## src/rtl/early_exit_threshold_histogram_defines.svh

```systemverilog
// Assertion macros for the early-exit threshold histogram block.
// Used by the top level only; expects signals named clk and rst in scope.
`ifndef EARLY_EXIT_THRESHOLD_HISTOGRAM_DEFINES_SVH
`define EARLY_EXIT_THRESHOLD_HISTOGRAM_DEFINES_SVH

// Condition must never be true outside reset.
`define EETH_ASSERT_NEVER(label, cond, msg) \
  label: assert property (@(posedge clk) disable iff (rst) !(cond)) else $error(msg);

// Antecedent implies consequent in the same cycle.
`define EETH_ASSERT_IMPLIES(label, ante, cons, msg) \
  label: assert property (@(posedge clk) disable iff (rst) (ante) |-> (cons)) \
    else $error(msg);

`endif

```

## src/rtl/eeth_pkg.sv

```systemverilog
// Shared types and constants for the early-exit threshold histogram block.
// No dependencies; every module file imports this package.
`timescale 1ns / 1ps

package eeth_pkg;

  // Head indexes and counts fit in the width of the points_in_use register.
  localparam int HEAD_W     = 4;
  localparam int HEAD_LIMIT = 15;
  // Cost table slots addressable by a 3-bit cost_slot.
  localparam int COST_SLOTS = 8;

  localparam int CFG_INDEX_W = 2;
  localparam int CFG_DATA_W  = 32;

  // Register indexes on the configuration port.
  localparam logic [CFG_INDEX_W-1:0] REG_THRESHOLD = 2'd0;
  localparam logic [CFG_INDEX_W-1:0] REG_POINTS    = 2'd1;
  localparam logic [CFG_INDEX_W-1:0] REG_SAMPLES   = 2'd2;

  // Input command codes.
  localparam logic CMD_LOAD = 1'b0;
  localparam logic CMD_CONF = 1'b1;

  // Queue entry kinds.
  localparam logic KIND_LOAD   = 1'b0;
  localparam logic KIND_SAMPLE = 1'b1;

  localparam logic [14:0] THRESHOLD_RESET = 15'd328;
  localparam logic [3:0]  POINTS_RESET    = 4'd8;
  localparam logic [31:0] SAMPLES_RESET   = 32'd1;

  typedef struct packed {
    logic        command;
    logic [14:0] confidence;
    logic [2:0]  cost_slot;
    logic [63:0] cost_word;
  } in_t;

  typedef struct packed {
    logic [2:0]  winning_head;
    logic        catastrophe;
    logic [31:0] bin_total;
    logic [31:0] catastrophe_total;
    logic [63:0] cost_total;
    logic        run_done;
  } out_t;

  typedef struct packed {
    logic [14:0] confidence_threshold;
    logic [3:0]  points_in_use;
    logic [31:0] samples_in_run;
  } cfg_t;

  typedef struct packed {
    logic              kind;
    logic              catastrophe;
    logic [HEAD_W-1:0] head;
    logic [2:0]        slot;
    logic [63:0]       word;
  } entry_t;

endpackage

```

## src/rtl/eeth_front.sv

```systemverilog
// Front end: accepts input words, tracks the exit heads of the current sample
// and pushes cost loads and finished samples into the queue. Uses eeth_pkg.
`timescale 1ns / 1ps

module eeth_front
  import eeth_pkg::*;
#(
  parameter int MAX_HEADS = 8
) (
  input  logic   clk,
  input  logic   rst,
  input  cfg_t   cfg,
  input  logic   in_valid,
  output logic   in_ready,
  input  in_t    in_data,
  input  logic   q_full,
  output logic   q_push,
  output entry_t q_entry
);

  localparam int HeadCap   = (MAX_HEADS < HEAD_LIMIT) ? MAX_HEADS : HEAD_LIMIT;
  localparam int CostDepth = (MAX_HEADS < COST_SLOTS) ? MAX_HEADS : COST_SLOTS;
  localparam logic [HEAD_W-1:0] HeadCapV = HEAD_W'(HeadCap);

  logic [HEAD_W-1:0] pos;
  logic              settled;
  logic [HEAD_W-1:0] chosen;

  logic              accept;
  logic [HEAD_W-1:0] heads;
  logic              hit;
  logic              settled_now;
  logic [HEAD_W-1:0] chosen_now;
  logic [HEAD_W:0]   pos_inc;
  logic [HEAD_W:0]   last_pos;
  logic              last;
  logic              slot_ok;

  assign in_ready = !q_full;
  assign accept   = in_valid && in_ready;

  always_comb begin
    if (cfg.points_in_use < HEAD_W'(2)) begin
      heads = HEAD_W'(2);
    end else if (cfg.points_in_use > HeadCapV) begin
      heads = HeadCapV;
    end else begin
      heads = cfg.points_in_use;
    end
  end

  assign hit         = !settled && (in_data.confidence >= cfg.confidence_threshold);
  assign settled_now = settled || hit;
  assign chosen_now  = settled ? chosen : pos;
  assign pos_inc     = {1'b0, pos} + (HEAD_W+1)'(1);
  assign last_pos    = {1'b0, heads} - (HEAD_W+1)'(1);
  // A shrunken head count mid-sample also ends the sample here.
  assign last        = pos_inc >= last_pos;
  assign slot_ok     = 32'(in_data.cost_slot) < CostDepth;

  always_comb begin
    q_entry.kind        = KIND_LOAD;
    q_entry.catastrophe = 1'b0;
    q_entry.head        = '0;
    q_entry.slot        = in_data.cost_slot;
    q_entry.word        = in_data.cost_word;
    q_push              = 1'b0;
    if (accept) begin
      if (in_data.command == CMD_LOAD) begin
        // drop loads beyond the table
        q_push = slot_ok;
      end else if (last) begin
        q_push              = 1'b1;
        q_entry.kind        = KIND_SAMPLE;
        q_entry.catastrophe = !settled_now;
        q_entry.head        = settled_now ? chosen_now : last_pos[HEAD_W-1:0];
      end
    end
  end

  always_ff @(posedge clk) begin
    if (rst) begin
      pos     <= '0;
      settled <= 1'b0;
      chosen  <= '0;
    end else if (accept && in_data.command == CMD_CONF) begin
      if (last) begin
        pos     <= '0;
        settled <= 1'b0;
        chosen  <= '0;
      end else begin
        pos     <= pos_inc[HEAD_W-1:0];
        settled <= settled_now;
        chosen  <= chosen_now;
      end
    end
  end

endmodule

```

## src/rtl/eeth_queue.sv

```systemverilog
// Two-entry queue between front and back end.
// Uses entry_t from eeth_pkg.
`timescale 1ns / 1ps

module eeth_queue
  import eeth_pkg::*;
(
  input  logic   clk,
  input  logic   rst,
  input  logic   push,
  input  entry_t push_entry,
  output logic   full,
  input  logic   pop,
  output logic   empty,
  output entry_t head
);

  localparam int Depth = 2;
  localparam int PtrW  = $clog2(Depth);

  entry_t          entries [Depth];
  logic [PtrW-1:0] wr_ptr;
  logic [PtrW-1:0] rd_ptr;
  logic [PtrW:0]   count;

  assign full  = count == (PtrW+1)'(Depth);
  assign empty = count == '0;
  assign head  = entries[rd_ptr];

  always_ff @(posedge clk) begin
    if (push) begin
      entries[wr_ptr] <= push_entry;
    end
  end

  always_ff @(posedge clk) begin
    if (rst) begin
      wr_ptr <= '0;
      rd_ptr <= '0;
      count  <= '0;
    end else begin
      if (push) begin
        wr_ptr <= wr_ptr + PtrW'(1);
      end
      if (pop) begin
        rd_ptr <= rd_ptr + PtrW'(1);
      end
      if (push && !pop) begin
        count <= count + (PtrW+1)'(1);
      end else if (pop && !push) begin
        count <= count - (PtrW+1)'(1);
      end
    end
  end

endmodule

```

## src/rtl/eeth_back.sv

```systemverilog
// Back end: applies cost loads, updates histogram, counters and cost total
// for each finished sample, and holds the result word. Uses eeth_pkg.
`timescale 1ns / 1ps

module eeth_back
  import eeth_pkg::*;
#(
  parameter int MAX_HEADS = 8
) (
  input  logic   clk,
  input  logic   rst,
  input  cfg_t   cfg,
  input  logic   q_empty,
  input  entry_t q_head,
  output logic   q_pop,
  output logic   out_valid,
  input  logic   out_ready,
  output out_t   out_data
);

  localparam int NumBins   = (MAX_HEADS < HEAD_LIMIT) ? MAX_HEADS : HEAD_LIMIT;
  localparam int BinW      = $clog2(NumBins);
  localparam int CostDepth = (MAX_HEADS < COST_SLOTS) ? MAX_HEADS : COST_SLOTS;
  localparam int CostIdxW  = $clog2(CostDepth);

  logic [31:0] hist [NumBins];
  logic [63:0] cost_table [CostDepth];
  logic [31:0] cat_count;
  logic [63:0] cost_sum;
  logic [31:0] seen;

  logic          out_free;
  logic          pop_load;
  logic          pop_sample;
  logic [BinW-1:0] bin_idx;
  logic [63:0]   cost_rd;
  logic [31:0]   bin_next;
  logic [31:0]   cat_next;
  logic [63:0]   cost_next;
  logic [31:0]   seen_inc;
  logic          done;

  assign out_free   = !out_valid || out_ready;
  assign pop_load   = !q_empty && q_head.kind == KIND_LOAD;
  assign pop_sample = !q_empty && q_head.kind == KIND_SAMPLE && out_free;
  assign q_pop      = pop_load || pop_sample;

  assign bin_idx = q_head.head[BinW-1:0];

  always_comb begin
    if (32'(q_head.head) < CostDepth) begin
      cost_rd = cost_table[q_head.head[CostIdxW-1:0]];
    end else begin
      cost_rd = '0;
    end
  end

  assign bin_next  = hist[bin_idx] + 32'd1;
  assign cat_next  = cat_count + 32'(q_head.catastrophe);
  assign cost_next = cost_sum + cost_rd;
  assign seen_inc  = seen + 32'd1;
  assign done      = seen_inc == cfg.samples_in_run;

  always_ff @(posedge clk) begin
    if (pop_load) begin
      cost_table[q_head.slot[CostIdxW-1:0]] <= q_head.word;
    end
  end

  always_ff @(posedge clk) begin
    if (pop_sample) begin
      out_data.winning_head      <= q_head.head[2:0];
      out_data.catastrophe       <= q_head.catastrophe;
      out_data.bin_total         <= bin_next;
      out_data.catastrophe_total <= cat_next;
      out_data.cost_total        <= cost_next;
      out_data.run_done          <= done;
    end
  end

  always_ff @(posedge clk) begin
    if (rst) begin
      for (int i = 0; i < NumBins; i++) begin
        hist[i] <= '0;
      end
      cat_count <= '0;
      cost_sum  <= '0;
      seen      <= '0;
      out_valid <= 1'b0;
    end else begin
      if (pop_sample) begin
        hist[bin_idx] <= bin_next;
        cat_count     <= cat_next;
        cost_sum      <= cost_next;
        seen          <= done ? 32'd0 : seen_inc;
        out_valid     <= 1'b1;
      end else if (out_ready) begin
        out_valid <= 1'b0;
      end
    end
  end

endmodule

```

## src/rtl/early_exit_threshold_histogram.sv

```systemverilog
// Top level of the early-exit threshold histogram block: configuration
// registers, front end, queue and back end. Uses eeth_pkg and the defines header.
`timescale 1ns / 1ps
`include "early_exit_threshold_histogram_defines.svh"

// Each sample is heads-1 confidence words, one per exit head in order, with
// heads = points_in_use clamped to 2..min(MAX_HEADS, 15); the first head at
// or above confidence_threshold wins, otherwise the last head wins and the
// sample counts as a catastrophe. Load words (command 0) fill the 64-bit cost
// table and may come at any time; they give no result. The block takes one
// input word per clock unless the queue is full: the front end classifies
// each word in the cycle it is accepted, and loads and finished samples pass
// a two-entry queue to the back end, which updates the winner's histogram
// bin, the catastrophe count, the 64-bit cost total and the run counter as
// it pops the sample and places the result word in an output register. The
// queue fills, and input stalls, only while the output register is held by
// out_ready. Configuration is written through cfg_we / cfg_index / cfg_data
// and takes effect on the next word; no clearing pass is needed after reset.
module early_exit_threshold_histogram
  import eeth_pkg::*;
#(
  parameter int MAX_HEADS = 8
) (
  input  logic                   clk,
  input  logic                   rst,
  input  logic                   in_valid,
  output logic                   in_ready,
  input  in_t                    in_data,
  output logic                   out_valid,
  input  logic                   out_ready,
  output out_t                   out_data,
  input  logic                   cfg_we,
  input  logic [CFG_INDEX_W-1:0] cfg_index,
  input  logic [CFG_DATA_W-1:0]  cfg_data
);

  cfg_t   cfg;
  logic   q_push;
  entry_t q_entry;
  logic   q_full;
  logic   q_pop;
  logic   q_empty;
  entry_t q_head;
  logic   sample_pop;

  // Configuration registers; an index beyond the list is dropped.
  always_ff @(posedge clk) begin
    if (rst) begin
      cfg.confidence_threshold <= THRESHOLD_RESET;
      cfg.points_in_use        <= POINTS_RESET;
      cfg.samples_in_run       <= SAMPLES_RESET;
    end else if (cfg_we) begin
      unique case (cfg_index)
        REG_THRESHOLD: cfg.confidence_threshold <= cfg_data[14:0];
        REG_POINTS:    cfg.points_in_use        <= cfg_data[3:0];
        REG_SAMPLES:   cfg.samples_in_run       <= cfg_data[31:0];
        default: begin
        end
      endcase
    end
  end

  // Front end: head tracking and classification.
  eeth_front #(
    .MAX_HEADS(MAX_HEADS)
  ) u_front (
    .clk     (clk),
    .rst     (rst),
    .cfg     (cfg),
    .in_valid(in_valid),
    .in_ready(in_ready),
    .in_data (in_data),
    .q_full  (q_full),
    .q_push  (q_push),
    .q_entry (q_entry)
  );

  // Decouple front from back so each side can stall on its own.
  eeth_queue u_queue (
    .clk       (clk),
    .rst       (rst),
    .push      (q_push),
    .push_entry(q_entry),
    .full      (q_full),
    .pop       (q_pop),
    .empty     (q_empty),
    .head      (q_head)
  );

  // Back end: cost table, histogram, totals and the result register.
  eeth_back #(
    .MAX_HEADS(MAX_HEADS)
  ) u_back (
    .clk      (clk),
    .rst      (rst),
    .cfg      (cfg),
    .q_empty  (q_empty),
    .q_head   (q_head),
    .q_pop    (q_pop),
    .out_valid(out_valid),
    .out_ready(out_ready),
    .out_data (out_data)
  );

  // A finished sample leaves the queue this cycle.
  assign sample_pop = q_pop && q_head.kind == KIND_SAMPLE;

  // Queue never overflows or underflows.
  `EETH_ASSERT_NEVER(a_no_push_full, q_push && q_full && !q_pop, "push into full queue")
  `EETH_ASSERT_NEVER(a_no_pop_empty, q_pop && q_empty, "pop from empty queue")
  // A new result only follows a finished sample leaving the queue.
  `EETH_ASSERT_IMPLIES(a_result_source, $rose(out_valid), $past(sample_pop), "orphan result")

endmodule
```

## config.mk

```make
export PLATFORM = sky130hd
export DESIGN_NAME = early_exit_threshold_histogram
export DESIGN_NICKNAME = d
export VERILOG_FILES = /design/src/rtl/eeth_pkg.sv /design/src/rtl/eeth_front.sv /design/src/rtl/eeth_queue.sv /design/src/rtl/eeth_back.sv /design/src/rtl/early_exit_threshold_histogram.sv
export VERILOG_INCLUDE_DIRS = /design/src /design/src/rtl
export SDC_FILE = /design/constraint.sdc
export NUM_CORES = 2
export LEC_CHECK = 0
export BUFFER_PORTS_ARGS = -buffer_cell sky130_fd_sc_hd__buf_2
export CAP_MARGIN = 25
export CORE_MARGIN = 4
export CORE_UTILIZATION = 60
export CTS_CLUSTER_DIAMETER = 150
export DETAILED_ROUTE_END_ITERATION = 10
export PLACE_DENSITY_LB_ADDON = 0.25
export SLEW_MARGIN = 20
export SYNTH_ARGS = -nofsm -noshare
export SYNTH_HDL_FRONTEND = slang
export SYNTH_SLANG_ARGS = --single-unit
```

## constraint.sdc

```tcl
create_clock -name clk -period 6.5 [get_ports clk]
set_input_delay 0 -clock clk [delete_from_list [all_inputs] [get_ports clk]]
set_output_delay 0 -clock clk [all_outputs]
set_load 0.05 [all_outputs]
```

==> results.json <==
{
  "status": "complete, no violations",
  "arrival_ns": 6.44,
  "grt_overflow": 0,
  "via_count": 38222,
  "intPower_mw": 15.9,
  "leakage_nw": 22.8,
  "rsz0062_at_grt": "false",
  "clockRootBuffer": "clkbuf_16",
  "cp.required_ns": 6.96,
  "grt_max_degree": 112,
  "die-height_um": 307,
  "relSlewSlack_pct": 27.8,
  "met3_length_um": 14700,
  "nets": 5048,
  "synth-async-reset-ratio_pct": 0,
  "start_util_pct": 60.7,
  "ant_nets": 0,
  "fp.dieW_um": 307,
  "dpl.hpwl_um": 89000,
  "area_growth_pct": 16.9,
  "synth_seq_area_share_pct": 65.7,
  "tns_ns": 0,
  "reg2reg_depth": 17,
  "final_common_cell": "edfxtp_1",
  "p_per_area_nw_per_um2": 384,
  "min_path_cells": 2,
  "drive_gt1_share_pct": 14.2,
  "clkPwrFrac_pct": 30.6,
  "gp_congestion": 0.951,
  "hold_viol_final": 0,
  "core_um2": 88600,
  "clk_pin_slew_ns": 0.06,
  "synthDominantCellAreaShare_pct": 58.5,
  "drt-total-wl_um": 146000,
  "drv_slew": 0,
  "dr.first_iter.drc_count": 4483,
  "combPwrFrac_pct": 27.6,
  "remaining_drc_errors": 0,
  "cp-start-kind": "flip-flop",
  "final_cell_mix": "edfxtp_1 (1047), nand2_1 (608), nor2_1 (453)",
  "setup.worst_path.end_class": "flip-flop",
  "wl_met1_um": 57800,
  "clock.fmax_ghz": 0.167,
  "rows": 109,
  "grt_pass1_vias": 37634,
  "power.switching_mw": 8.24,
  "yosys-top-cells-area": "edfxtp_1 (58%), dfxtp_1 (7.2%), nand2_1 (4.3%)",
  "ctsLongestPathBuffers": 3,
  "power_frac_seq_pct": 41.8,
  "rrSetupSlack_ns": 0.52,
  "syn_inst": 4387,
  "viasPerCell": 6.26,
  "clk_latency_ns": 0.74,
  "yosys_most_used_dff": "edfxtp_1",
  "avgSynthCellArea_um2": 12.3,
  "synth_top_area_cell": "edfxtp_1",
  "drv_cap": 0,
  "cts_buffers": 130,
  "worstPathMaxFanout": 111,
  "top_layer_used": "met5",
  "setup_viol": 0,
  "dieArea_um2": 94500,
  "fin_crit_ns": 5.98,
  "synth_nets": 4600,
  "io_buffers": 256,
  "track_usage_pct": 30.6,
  "fin_crit_sh_pct": 92.0,
  "final_util_pct": 70.9,
  "critPathKind": "reg -> reg",
  "wl_met2_um": 68700,
  "wl_per_cell_um": 23.9,
  "cts.sinks": 1241,
  "total_power_mw": 24.1,
  "skew_ns": 0.0285,
  "synth.distinct_cells": 91,
  "peakVddDrop_mv": 0.278,
  "tightest_slew_ns": 1.08,
  "synth-edff-count": 1047,
  "cts_resized": 0,
  "ys_seq_elements": 1241,
  "num_io_pins": 257,
  "hp-class": "in -> reg",
  "synth_warnings": 0,
  "grt_pass1_wl_um": 221000,
  "syn_area_um2": 53800,
  "switching_share_pct": 34.1,
  "tritoncts": "yes",
  "antenna_found_initial": 2,
  "firstDrtPassIters": 8,
  "h-tree-depth": 4
}
logic make-up after synthesis:
group	after synthesis	synth area share (%)
simple gates	1590	13.3
flops	1241	65.7
compound gates	793	9.59
buf+inv	330	2.47
xor+xnor	194	3.33
mux	147	3.50
fa+ha+maj	91	2.13
other cells	1	0.00697
synth_stat cells, types with 9 or more instances:
cell,n
and3_1,37
mux2i_1,37
dfxtp_1,194
a31oi_1,80
o21a_1,14
nand4_1,53
or4_1,10
a22o_1,10
o21ai_0,122
buf_2,27
nand3_1,166
o22ai_1,87
o221ai_1,20
buf_1,16
a211oi_1,21
o21bai_1,16
a221oi_1,35
buf_4,13
and2_1,21
inv_1,81
xnor2_1,106
o211ai_1,18
or3_1,27
xor2_1,76
mux4_2,23
nor3_1,83
mux2_2,84
ha_1,90
nor2b_1,13
o22a_1,17
nor2_1,463
o31ai_1,12
a21oi_1,217
and4_1,9
a21o_1,36
nand2_1,612
nand2b_1,35
clkbuf_1,189
edfxtp_1,1047
layer usage:
metal	vias to the layer above	GRT usage (%)
li1	17144	-
met1	18675	41.9
met2	2082	49.3
met3	317	6.02
met4	4	11.4
met5	-	0
sequential cells by signal, indices dropped and copies added (netlist names), named ones only:
signal,cells
u_queue.entries,146
u_back.cost_sum,64
u_front.settled,1
u_queue.wr_ptr,1
u_back.out_data,133
u_back.cost_table,512
u_back.hist,256
cfg,51
u_back.out_valid,1
u_queue.count,2
u_front.chosen,4
u_queue.rd_ptr,1
u_front.pos,4
u_back.cat_count,32
u_back.seen,32
worst paths after layout:
path | endpoint | start
max | u_back.out_data[63] | flip-flop
min | u_queue.entries[1][9] | in_data[9]
min reg2reg | cfg[37] | cfg[37]
max reg2reg | u_back.out_data[63] | flip-flop
layout make-up:
cell class	count	area, µm²
flip-flops and latches	1241	35300
clock buffers	170	3590
diodes	1	2.50
well taps	1165	1460
repair buffers	562	4230
inverters	84	333
multi-input cells	2816	17200
fillers	6045	25800
clock inverters	67	642
power groups by stage:
stage	clock (mW)	combinational, mW	sequential (mW)
2_1_floorplan	0	3.41	11.1
6_report	7.39	6.67	10.1
3_3_place_gp	0	6.35	10.2
3_5_place_dp	0	6.44	10.2
5_1_grt	7.80	7.07	10.1
4_1_cts	7.44	6.56	10.1
critical path: stages, from the launching register on:
cell and delay (ns):
dfxtp_4 0.49, mux2i_4 0.37, buf_12 0.46, nand2_1 0.62
o22ai_1 0.38, nor2_1 0.07, a31oi_1 0.19, nor3_1 0.12
ha_1 0.47, o211ai_1 0.14, a21o_1 0.19, a311oi_1 0.61
o2111a_1 0.29, o211a_1 0.19, o211ai_1 0.21, a2111oi_0 0.60
o21a_1 0.23, nor2_1 0.05
stage by stage:
stage                     setup WS (ns)  hold WS, ns  cell area [µm²]  instances
after floorplan                   0.715       0.0989            53800       4387
after global placement            0.707        0.187            56300       5645
after CTS                         0.581      0.00270            62800       6102
final                             0.517       0.0364            62800       6106
after global routing              0.158       0.0355            62800       6105
after detailed placement          0.593        0.191            56400       5647
repair_timing:
action	CTS	global route
setup endpoints to repair	0	0
buffers inserted	0	0
hold endpoints to repair	217	0
hold buffers	218	0
Power figures use the tool's default switching activity.
